<file path="src/rtl/hpd_pkg.sv">
package hpd_pkg;

   localparam int NUM_CORES      = 4;
   localparam int CORE_BITS      = $clog2(NUM_CORES);
   localparam int WORDS_PER_CORE = 8;
   localparam int WSEL_BITS      = $clog2(WORDS_PER_CORE);
   localparam int TABLE_DEPTH    = NUM_CORES * WORDS_PER_CORE;
   localparam int TABLE_BITS     = $clog2(TABLE_DEPTH);
   localparam int WORD_BITS      = 24;
   localparam int TOTAL_BITS     = 32;
   localparam int LOAD_BITS      = 7;
   localparam int QM_BITS        = 15;
   localparam int RATE_CNT_BITS  = 4;
   localparam int LIMIT_BITS     = 3;
   localparam int PROD_BITS      = TOTAL_BITS + LOAD_BITS;

   localparam int LOAD_SCALE = 100;
   localparam int QM_SCALE   = 100;

   // configuration port
   localparam int CSR_INDEX_BITS = 2;
   localparam int CSR_DATA_BITS  = LIMIT_BITS;
   localparam logic [CSR_INDEX_BITS-1:0] CSR_SLEEP_MODE  = 2'd0;
   localparam logic [CSR_INDEX_BITS-1:0] CSR_LIMIT_AWAKE = 2'd1;
   localparam logic [CSR_INDEX_BITS-1:0] CSR_LIMIT_SLEEP = 2'd2;

   // item commands
   localparam logic CMD_SAMPLE = 1'b0;
   localparam logic CMD_WRITE  = 1'b1;

   // threshold word slots within one core's row
   localparam logic [WSEL_BITS-1:0] W_UP_LOAD   = 3'd0;
   localparam logic [WSEL_BITS-1:0] W_DOWN_LOAD = 3'd1;
   localparam logic [WSEL_BITS-1:0] W_UP_FREQ   = 3'd2;
   localparam logic [WSEL_BITS-1:0] W_DOWN_FREQ = 3'd3;
   localparam logic [WSEL_BITS-1:0] W_UP_RQ     = 3'd4;
   localparam logic [WSEL_BITS-1:0] W_DOWN_RQ   = 3'd5;
   localparam logic [WSEL_BITS-1:0] W_UP_RATE   = 3'd6;
   localparam logic [WSEL_BITS-1:0] W_DOWN_RATE = 3'd7;

   localparam logic [WORD_BITS-1:0] DEFAULT_WORDS [TABLE_DEPTH] = '{
      24'd60, 24'd0,  24'd1242000, 24'd0,       24'd100, 24'd0,   24'd1, 24'd1,
      24'd65, 24'd30, 24'd1566000, 24'd810000,  24'd200, 24'd100, 24'd2, 24'd4,
      24'd65, 24'd30, 24'd1674000, 24'd918000,  24'd300, 24'd200, 24'd2, 24'd4,
      24'd0,  24'd30, 24'd0,       24'd1026000, 24'd0,   24'd300, 24'd1, 24'd4
   };

   typedef struct packed {
      logic                  cmd;
      logic [CORE_BITS-1:0]  core;
      logic [TOTAL_BITS-1:0] wall_total;
      logic [TOTAL_BITS-1:0] idle_total;
      logic [WORD_BITS-1:0]  clock_khz;
      logic [7:0]            runnable;
      logic                  next_online;
      logic [WSEL_BITS-1:0]  word_select;
      logic [WORD_BITS-1:0]  word_value;
   } req_type;

   typedef struct packed {
      logic                 request_up;
      logic                 request_down;
      logic                 load_valid;
      logic [LOAD_BITS-1:0] load_pct;
      logic [QM_BITS-1:0]   queue_metric;
   } rsp_type;

endpackage

</file>
<file path="src/rtl/core_hotplug_decider.sv">
// Core hotplug decider. Each request word is either a sample for one core (cumulative
// wall and idle counters, clock rate, runnable count, next-core-online flag) or a write
// of one threshold word into that core's eight-word row. A sample produces one response
// word with the load over the interval since the core's previous sample, the queue
// metric (runnable * 100) and at most one of request_up (bring core+1 online) or
// request_down (take this core offline); a threshold write produces an all-zero
// response word. Every request is assumed to succeed. Items are handled one at a time.
// A sample with nonzero busy time steps through accept, delta, serial reads of the
// eight-word threshold row, the scale multiply, the shift/subtract divider and decide.
// A sample with no busy time, or with idle above wall, skips the divider. A threshold
// write goes from accept straight to decide. The response word turns valid at the
// closing edge of the decide cycle. req_ready is high only while the sequencer is idle;
// a finished response sits in the output register, and the next word is accepted and
// worked on while it waits. A response that is not taken stalls the sequencer in its
// decide cycle. Configuration is written through csr_we / csr_index / csr_wdata and
// takes effect at once; write it only while idle.
module core_hotplug_decider (
   input  logic                                 clock,
   input  logic                                 reset,
   input  logic                                 req_valid,
   output logic                                 req_ready,
   input  hpd_pkg::req_type                     req_data,
   output logic                                 rsp_valid,
   input  logic                                 rsp_ready,
   output hpd_pkg::rsp_type                     rsp_data,
   input  logic                                 csr_we,
   input  logic [hpd_pkg::CSR_INDEX_BITS-1:0]   csr_index,
   input  logic [hpd_pkg::CSR_DATA_BITS-1:0]    csr_wdata
);
   import hpd_pkg::*;

   typedef enum logic [5:0] {
      ST_IDLE   = 6'b000001,
      ST_PREP   = 6'b000010,
      ST_FETCH  = 6'b000100,
      ST_MULT   = 6'b001000,
      ST_DIV    = 6'b010000,
      ST_DECIDE = 6'b100000
   } state_type;

   state_type state_ff, state_in;

   // configuration
   logic                  sleep_mode_ff;
   logic [LIMIT_BITS-1:0] limit_awake_ff;
   logic [LIMIT_BITS-1:0] limit_sleep_ff;

   // per-core state
   logic [TOTAL_BITS-1:0]    prev_wall_ff [NUM_CORES];
   logic [TOTAL_BITS-1:0]    prev_idle_ff [NUM_CORES];
   logic [RATE_CNT_BITS-1:0] up_cnt_ff    [NUM_CORES];
   logic [RATE_CNT_BITS-1:0] down_cnt_ff  [NUM_CORES];
   logic [WORD_BITS-1:0]     table_ff     [TABLE_DEPTH];

   // working registers for the item in flight
   req_type               item_ff;
   logic [TOTAL_BITS-1:0] wd_ff;
   logic [TOTAL_BITS-1:0] id_ff;
   logic [WSEL_BITS-1:0]  fetch_ff;
   logic [WORD_BITS-1:0]  thr_ff [WORDS_PER_CORE];
   logic [PROD_BITS-1:0]  rem_ff;
   logic [LOAD_BITS-1:0]  quo_ff;
   logic [2:0]            div_step_ff;

   logic    rsp_valid_ff;
   rsp_type rsp_ff;

   // handshake
   logic accept_req;
   logic rsp_free;
   logic decide_fire;

   // divider step
   logic [PROD_BITS-1:0] dvs;
   logic                 dvs_fits;

   // decision
   logic [WORD_BITS-1:0]     up_period;
   logic [WORD_BITS-1:0]     down_period;
   logic [RATE_CNT_BITS-1:0] up_eff;
   logic [RATE_CNT_BITS-1:0] down_eff;
   logic                     chk_up;
   logic                     chk_down;
   logic [LIMIT_BITS-1:0]    limit_sel;
   logic [LIMIT_BITS-1:0]    limit;
   logic [LIMIT_BITS-1:0]    next_core;
   logic [QM_BITS-1:0]       qm;
   logic                     load_valid;
   logic                     up_cond;
   logic                     down_cond;
   logic                     fire_up;
   logic                     fire_down;
   logic [RATE_CNT_BITS-1:0] up_new;
   logic [RATE_CNT_BITS-1:0] down_new;
   logic                     up_next_set;
   rsp_type                  result;

   assign req_ready   = (state_ff == ST_IDLE);
   assign accept_req  = req_valid && req_ready;
   assign rsp_free    = !rsp_valid_ff || rsp_ready;
   assign decide_fire = (state_ff == ST_DECIDE) && rsp_free;

   assign rsp_valid = rsp_valid_ff;
   assign rsp_data  = rsp_ff;

   // sequencer
   always_comb begin
      state_in = state_ff;
      case (state_ff)
         ST_IDLE: begin
            if (accept_req) begin
               state_in = (req_data.cmd == CMD_WRITE) ? ST_DECIDE : ST_PREP;
            end
         end
         ST_PREP:  state_in = ST_FETCH;
         ST_FETCH: begin
            if (fetch_ff == WSEL_BITS'(WORDS_PER_CORE - 1)) begin
               state_in = ST_MULT;
            end
         end
         ST_MULT: begin
            // no division when the busy time is zero or the deltas are inconsistent
            state_in = (wd_ff > id_ff) ? ST_DIV : ST_DECIDE;
         end
         ST_DIV: begin
            if (div_step_ff == 3'd0) begin
               state_in = ST_DECIDE;
            end
         end
         ST_DECIDE: begin
            if (rsp_free) begin
               state_in = ST_IDLE;
            end
         end
         default: state_in = ST_IDLE;
      endcase
   end

   always_ff @(posedge clock) begin
      if (reset) begin
         state_ff <= ST_IDLE;
      end else begin
         state_ff <= state_in;
      end
   end

   // configuration writes
   always_ff @(posedge clock) begin
      if (reset) begin
         sleep_mode_ff  <= 1'b0;
         limit_awake_ff <= LIMIT_BITS'(NUM_CORES);
         limit_sleep_ff <= LIMIT_BITS'(1);
      end else if (csr_we) begin
         case (csr_index)
            CSR_SLEEP_MODE:  sleep_mode_ff  <= csr_wdata[0];
            CSR_LIMIT_AWAKE: limit_awake_ff <= csr_wdata;
            CSR_LIMIT_SLEEP: limit_sleep_ff <= csr_wdata;
            default: ;
         endcase
      end
   end

   // shift/subtract unit: one quotient bit per cycle, MSB first
   assign dvs      = PROD_BITS'(wd_ff) << div_step_ff;
   assign dvs_fits = (rem_ff >= dvs);

   // datapath for the item in flight
   always_ff @(posedge clock) begin
      case (state_ff)
         ST_IDLE: begin
            if (accept_req) begin
               item_ff <= req_data;
            end
         end
         ST_PREP: begin
            // counters wrap, so a plain modular subtract gives the interval
            wd_ff    <= item_ff.wall_total - prev_wall_ff[item_ff.core];
            id_ff    <= item_ff.idle_total - prev_idle_ff[item_ff.core];
            fetch_ff <= '0;
         end
         ST_FETCH: begin
            thr_ff[fetch_ff] <= table_ff[{item_ff.core, fetch_ff}];
            fetch_ff         <= fetch_ff + WSEL_BITS'(1);
         end
         ST_MULT: begin
            rem_ff      <= PROD_BITS'(wd_ff - id_ff) * PROD_BITS'(LOAD_SCALE);
            quo_ff      <= '0;
            div_step_ff <= 3'(LOAD_BITS - 1);
         end
         ST_DIV: begin
            if (dvs_fits) begin
               rem_ff               <= rem_ff - dvs;
               quo_ff[div_step_ff]  <= 1'b1;
            end
            div_step_ff <= div_step_ff - 3'd1;
         end
         default: ;
      endcase
   end

   // previous counters: refresh on every sample of the core
   always_ff @(posedge clock) begin
      if (reset) begin
         for (int i = 0; i < NUM_CORES; i++) begin
            prev_wall_ff[i] <= '0;
            prev_idle_ff[i] <= '0;
         end
      end else if (state_ff == ST_PREP) begin
         prev_wall_ff[item_ff.core] <= item_ff.wall_total;
         prev_idle_ff[item_ff.core] <= item_ff.idle_total;
      end
   end

   // threshold table, loaded with the default rows at reset
   always_ff @(posedge clock) begin
      if (reset) begin
         for (int i = 0; i < TABLE_DEPTH; i++) begin
            table_ff[i] <= DEFAULT_WORDS[i];
         end
      end else if (decide_fire && (item_ff.cmd == CMD_WRITE)) begin
         table_ff[{item_ff.core, item_ff.word_select}] <= item_ff.word_value;
      end
   end

   // decision logic
   always_comb begin
      // a zero rate behaves as a rate of one
      up_period   = (thr_ff[W_UP_RATE] == '0) ? WORD_BITS'(1) : thr_ff[W_UP_RATE];
      down_period = (thr_ff[W_DOWN_RATE] == '0) ? WORD_BITS'(1) : thr_ff[W_DOWN_RATE];

      // restart a counter that ran past its rate
      up_eff   = (WORD_BITS'(up_cnt_ff[item_ff.core]) > up_period) ?
                 RATE_CNT_BITS'(1) : up_cnt_ff[item_ff.core];
      down_eff = (WORD_BITS'(down_cnt_ff[item_ff.core]) > down_period) ?
                 RATE_CNT_BITS'(1) : down_cnt_ff[item_ff.core];

      // counter never exceeds its rate here, so "mod rate == 0" is zero or equal
      chk_up   = (up_eff == '0) || (WORD_BITS'(up_eff) == up_period);
      chk_down = (down_eff == '0) || (WORD_BITS'(down_eff) == down_period);

      limit_sel = sleep_mode_ff ? limit_sleep_ff : limit_awake_ff;
      limit     = (limit_sel > LIMIT_BITS'(NUM_CORES)) ? LIMIT_BITS'(NUM_CORES) : limit_sel;
      next_core = LIMIT_BITS'(item_ff.core) + LIMIT_BITS'(1);

      qm         = QM_BITS'(item_ff.runnable) * QM_BITS'(QM_SCALE);
      load_valid = (wd_ff >= id_ff);

      up_cond = (next_core < limit)
             && (WORD_BITS'(quo_ff) >= thr_ff[W_UP_LOAD])
             && (item_ff.clock_khz >= thr_ff[W_UP_FREQ])
             && (WORD_BITS'(qm) > thr_ff[W_UP_RQ])
             && !item_ff.next_online;

      down_cond = (item_ff.core != '0)
               && ((item_ff.clock_khz <= thr_ff[W_DOWN_FREQ])
                   || ((WORD_BITS'(quo_ff) < thr_ff[W_DOWN_LOAD])
                       && (WORD_BITS'(qm) <= thr_ff[W_DOWN_RQ])));

      fire_up   = load_valid && up_cond && chk_up;
      fire_down = load_valid && !up_cond && down_cond && chk_down;

      up_new = up_eff;
      if (load_valid && up_cond) begin
         up_new = chk_up ? RATE_CNT_BITS'(1) : up_eff + RATE_CNT_BITS'(1);
      end
      down_new = down_eff;
      if (load_valid && !up_cond && down_cond) begin
         down_new = chk_down ? RATE_CNT_BITS'(1) : down_eff + RATE_CNT_BITS'(1);
      end
      up_next_set = fire_up && (next_core < LIMIT_BITS'(NUM_CORES));

      result = '0;
      if (item_ff.cmd == CMD_SAMPLE) begin
         result.request_up   = fire_up;
         result.request_down = fire_down;
         result.load_valid   = load_valid;
         result.load_pct     = load_valid ? quo_ff : '0;
         result.queue_metric = qm;
      end
   end

   // rate counters
   always_ff @(posedge clock) begin
      if (reset) begin
         for (int i = 0; i < NUM_CORES; i++) begin
            up_cnt_ff[i]   <= RATE_CNT_BITS'(1);
            down_cnt_ff[i] <= '0;
         end
      end else if (decide_fire && (item_ff.cmd == CMD_SAMPLE)) begin
         up_cnt_ff[item_ff.core]   <= up_new;
         down_cnt_ff[item_ff.core] <= down_new;
         if (up_next_set) begin
            up_cnt_ff[item_ff.core + CORE_BITS'(1)] <= RATE_CNT_BITS'(1);
         end
      end
   end

   // output register: load on decide, drop once taken
   always_ff @(posedge clock) begin
      if (reset) begin
         rsp_valid_ff <= 1'b0;
      end else if (decide_fire) begin
         rsp_valid_ff <= 1'b1;
      end else if (rsp_ready) begin
         rsp_valid_ff <= 1'b0;
      end
   end

   always_ff @(posedge clock) begin
      if (decide_fire) begin
         rsp_ff <= result;
      end
   end

`ifndef SYNTHESIS
   a_one_request: assert property (@(posedge clock) disable iff (reset)
      rsp_valid |-> !(rsp_data.request_up && rsp_data.request_down))
      else $error("up and down requested together");

   a_load_range: assert property (@(posedge clock) disable iff (reset)
      rsp_valid |-> (rsp_data.load_valid ? (rsp_data.load_pct <= 7'd100)
                                         : (rsp_data.load_pct == '0)))
      else $error("load out of range or set while invalid");

   a_busy_after_accept: assert property (@(posedge clock) disable iff (reset)
      (req_valid && req_ready) |=> !req_ready)
      else $error("sequencer ready right after accepting a word");

   a_request_needs_load: assert property (@(posedge clock) disable iff (reset)
      (rsp_valid && (rsp_data.request_up || rsp_data.request_down)) |-> rsp_data.load_valid)
      else $error("request issued without a valid load");
`endif

endmodule

</file>
<file path="config.mk">
export PLATFORM = sky130hd
export DESIGN_NAME = core_hotplug_decider
export DESIGN_NICKNAME = d
export VERILOG_FILES = /design/src/rtl/hpd_pkg.sv /design/src/rtl/core_hotplug_decider.sv
export SDC_FILE = /design/constraint.sdc
export NUM_CORES = 2
export LEC_CHECK = 0
export ABC_CLOCK_PERIOD_IN_PS = 7600
export BUFFER_PORTS_ARGS = -buffer_cell sky130_fd_sc_hd__buf_4
export CAP_MARGIN = 20
export CORE_UTILIZATION = 55
export DETAILED_ROUTE_END_ITERATION = 8
export HOLD_SLACK_MARGIN = 0.03
export PLACE_DENSITY_LB_ADDON = 0.25
export SLEW_MARGIN = 20
export SYNTH_ARGS = -nofsm -noshare
export SYNTH_HDL_FRONTEND = slang
export SYNTH_SLANG_ARGS = --single-unit
</file>
<file path="constraint.sdc">
create_clock -name clock -period 7.6 [get_ports clock]
set_input_delay 0 -clock clock [delete_from_list [all_inputs] [get_ports clock]]
set_output_delay 0 -clock clock [all_outputs]
set_load 0.01 [all_outputs]
</file>
==> metrics.txt <==
power density of the placed cells=263.5 nW/um^2; maximum number of pins on one net before global-route repair=137; total buffers and inverters traversed by the critical path=4; fin nets=6,587; synthesized flop and latch total=1,530; number of instances in the synthesized netlist=5,654; initial antenna violation count=4; final global-route overflow total=0; via count of the first global-routing pass=48,080; Site Rows=137; fraction of registers with async set/reset=0%; htree depth=4; number of hold violations in the final report=0; Min Hold Slack=97.45 ps; number of gates given a new drive strength after cts=0; share of layout cells above drive strength 1=around 15%; peak ir drop on the vdd network=between 0.0002 and 0.00025 V; final routed DRC violation total=0; Skew-Pair Late Insertion Delay=810 ps; share of the clock period used by the worst path=89.76%; Max Fanout on Critical Path=4; count of buffers inserted at the top-level ports=approximately 160; average via count per standard cell=6.004; kind of start point of the critical path=flop; Layout Skew=44.90 ps; Die Area=142,500 sq um; number of fillers in the final layout=10,100; CTS tree=done; syn avg cell area=13.72 sq um; number of I/O pins=164; share of synthesized area occupied by flip-flops and latches=58.83%; half-perimeter wire length of the detailed placement result=between 100,000 and 150,000 um; Hold Crit Class=input pin to flop; Worst setup EP type=flop; wire length of the first global-routing pass=297,400 um; die span in x=between 300 and 400 um; Initial DRC Count=about 5,100; setup TNS after final layout=0 ps; root cell of the clock tree=sky130_fd_sc_hd__clkbuf_16; Worst-path clk slew=70 ps; initial standard-cell utilization of the core=between 50% and 60%; kind of cell adding the most delay to the critical path=compound AO/OA/AOI/OAI gates; detailed-route wire length=198,800 um; Max-Slew Margin vs Limit=a little over a fifth; Sink Count=1,530; buffer count from post-CTS setup fixing=0; most frequent cells in the layout=sky130_fd_sc_hd__edfxtp_1, sky130_fd_sc_hd__and2_1, sky130_fd_sc_hd__inv_1; status=complete, no violations; Initial DRT Pass Iterations=6; Maximum Capacitance Violations=0; maximum clock insertion buffer count=3; post-synth cell types=92; time the final worst path needs with I/O delays and setup=6822 ps; area of the mapped netlist=77,560 sq um; height of the chip=377.5 um; slowest stage cell on the critical path=sky130_fd_sc_hd__fa_1; transition time at the pin with the least slew margin=approximately 1200 ps; count of antenna-violating nets left after detailed routing=0; unrepaired setup endpoints after global routing=false; final RePlAce weighted congestion=0.9003; leading cell type in the layout, fill and taps excluded=sky130_fd_sc_hd__edfxtp_1; Layout Area Growth over Synthesis=14.75%; worst stage delay on the critical path=roughly 530 ps; Routed wire per std cell=24.71 um; Highest Clock Rate=146.6 MHz; Arr. time, crit path=7350 ps; type of the worst setup path=flop to flop; count of vias placed by the detailed router=48,300; reported leakage power=0.03392 uW; total CTS buffers=160; Primary FF master, synth=sky130_fd_sc_hd__edfxtp_1; number of synthesis warnings=0; area inside the core boundary=139,700 sq um; count of endpoints failing setup in the final report=0; number of flops mapped to enable cells by yosys=approximately 1,500; All-Layer GR Usage=28.11%; Final Max Slew Viols=0; data required time at the worst endpoint=8130 ps
-- metrics by stage --
stage	area [sq um]	instances	utilization, %	setup WS [ps]	total power (uW)
4_1_cts	88920	8040	63.65	770.9	23490
3_5_place_dp	81100	7479	58.05	824.9	15820
2_1_floorplan	77560	5655	-	580.7	14170
5_1_grt	88990	8043	63.70	204.7	24460
3_3_place_gp	81060	7478	58.02	921.6	15700
6_report	89000	8045	63.71	778.1	23450
-- worst paths after layout --
kind                                                   start                      endpoint  slack, ps  depth (start not counted)
worst max-delay path                      wd_ff[0]$_DFFE_PP_          rem_ff[37]$_DFFE_PP_        780                         29
worst min-delay path                               req_valid      state_ff[0]$_SDFFE_PP1P_        100                          5
worst max register to register            wd_ff[0]$_DFFE_PP_          rem_ff[37]$_DFFE_PP_        780                         29
worst min register to register  up_cnt_ff[3][1]$_SDFFE_PP0P_  up_cnt_ff[3][1]$_SDFFE_PP0P_        480                          1
-- worst min-delay path, stage by stage --
cell and delay [ps]:
sky130_fd_sc_hd__dlygate4sd3_1 530, sky130_fd_sc_hd__buf_4 120, sky130_fd_sc_hd__nor2_1 50, sky130_fd_sc_hd__a21oi_1 110
sky130_fd_sc_hd__nand2_1 50
-- cell usage after synthesis (all sizes together) (20+ instances only) --
library cell,n,area [sq um]
o21ai,150,754.5
dfxtp,32,640.6
nand2,217,814.5
nor3,44,220.2
mux4,335,7545
a21o,101,758.2
o21a,32,240.2
a211oi,29,227.7
clkbuf,276,1036
nor2b,31,193.9
o21bai,24,180.2
fa,39,780.8
edfxtp,1498,44980
nand4,43,269.0
nor4,35,219.0
nor2,201,754.5
or3,115,719.4
a31oi,25,156.4
and2,923,5774
nand3,43,215.2
mux2i,45,450.4
xnor2,94,823.3
ha,367,4592
a21oi,193,977.2
nand2b,38,237.7
inv,417,1565
xor2,64,560.5
buf,40,166.4
and3,20,130.1
-- power breakdown --
part | total (uW) | internal, uW | switching (uW)
sequential | 10100 | 9850 | 243
clock | 7620 | 4280 | 3340
combinational | 5740 | 2330 | 3410
-- logic make-up after synthesis --
family | share of synthesized area [%]
xor+xnor | 1.784
fa+ha+maj | 6.927
buf+inv | 3.583
compound gates | 5.567
mux | 10.43
other cells | 0.004835
flops | 58.83
simple gates | 12.88
-- final cells by class --
cell class / instances / area (sq um) / share of cell area, %
diodes: 2 / 5.005 / 0.005623
clock buffers: 200 / 4197 / 4.715
clock inverters: 85 / 854.6 / 0.9602
inverters: 420 / 1582 / 1.777
multi-input cells: 3389 / 29530 / 33.18
flip-flops and latches: 1530 / 45630 / 51.27
well taps: 1876 / 2347 / 2.637
repair buffers: 543 / 4852 / 5.452
-- what timing repair did --
action                                 4_1_cts  5_1_grt
endpoints found under the hold margin      214        0
setup endpoints to repair                    0        0
hold buffers                               276        0
-- sequential cells by signal, summed over array words and instances, names as in the netlist, 32 cells and up, named ones only --
register,flops
rem_ff,39
prev_idle_ff,128
item_ff,127
wd_ff,32
table_ff,768
prev_wall_ff,128
id_ff,32
thr_ff,192
-- per-layer routing --
layer | part of all wire, % | wire (um) | track usage, % | up-vias
met5 | 0 | 0 | 0 | -
li1 | - | - | - | 21540
met4 | 2.8 | 5595 | 8.705 | 0
met2 | 48 | 95870 | 45.28 | 2087
met1 | 41 | 80590 | 39.15 | 24360
met3 | 8.4 | 16760 | 4.817 | 315
Power figures use the tool's default switching activity.
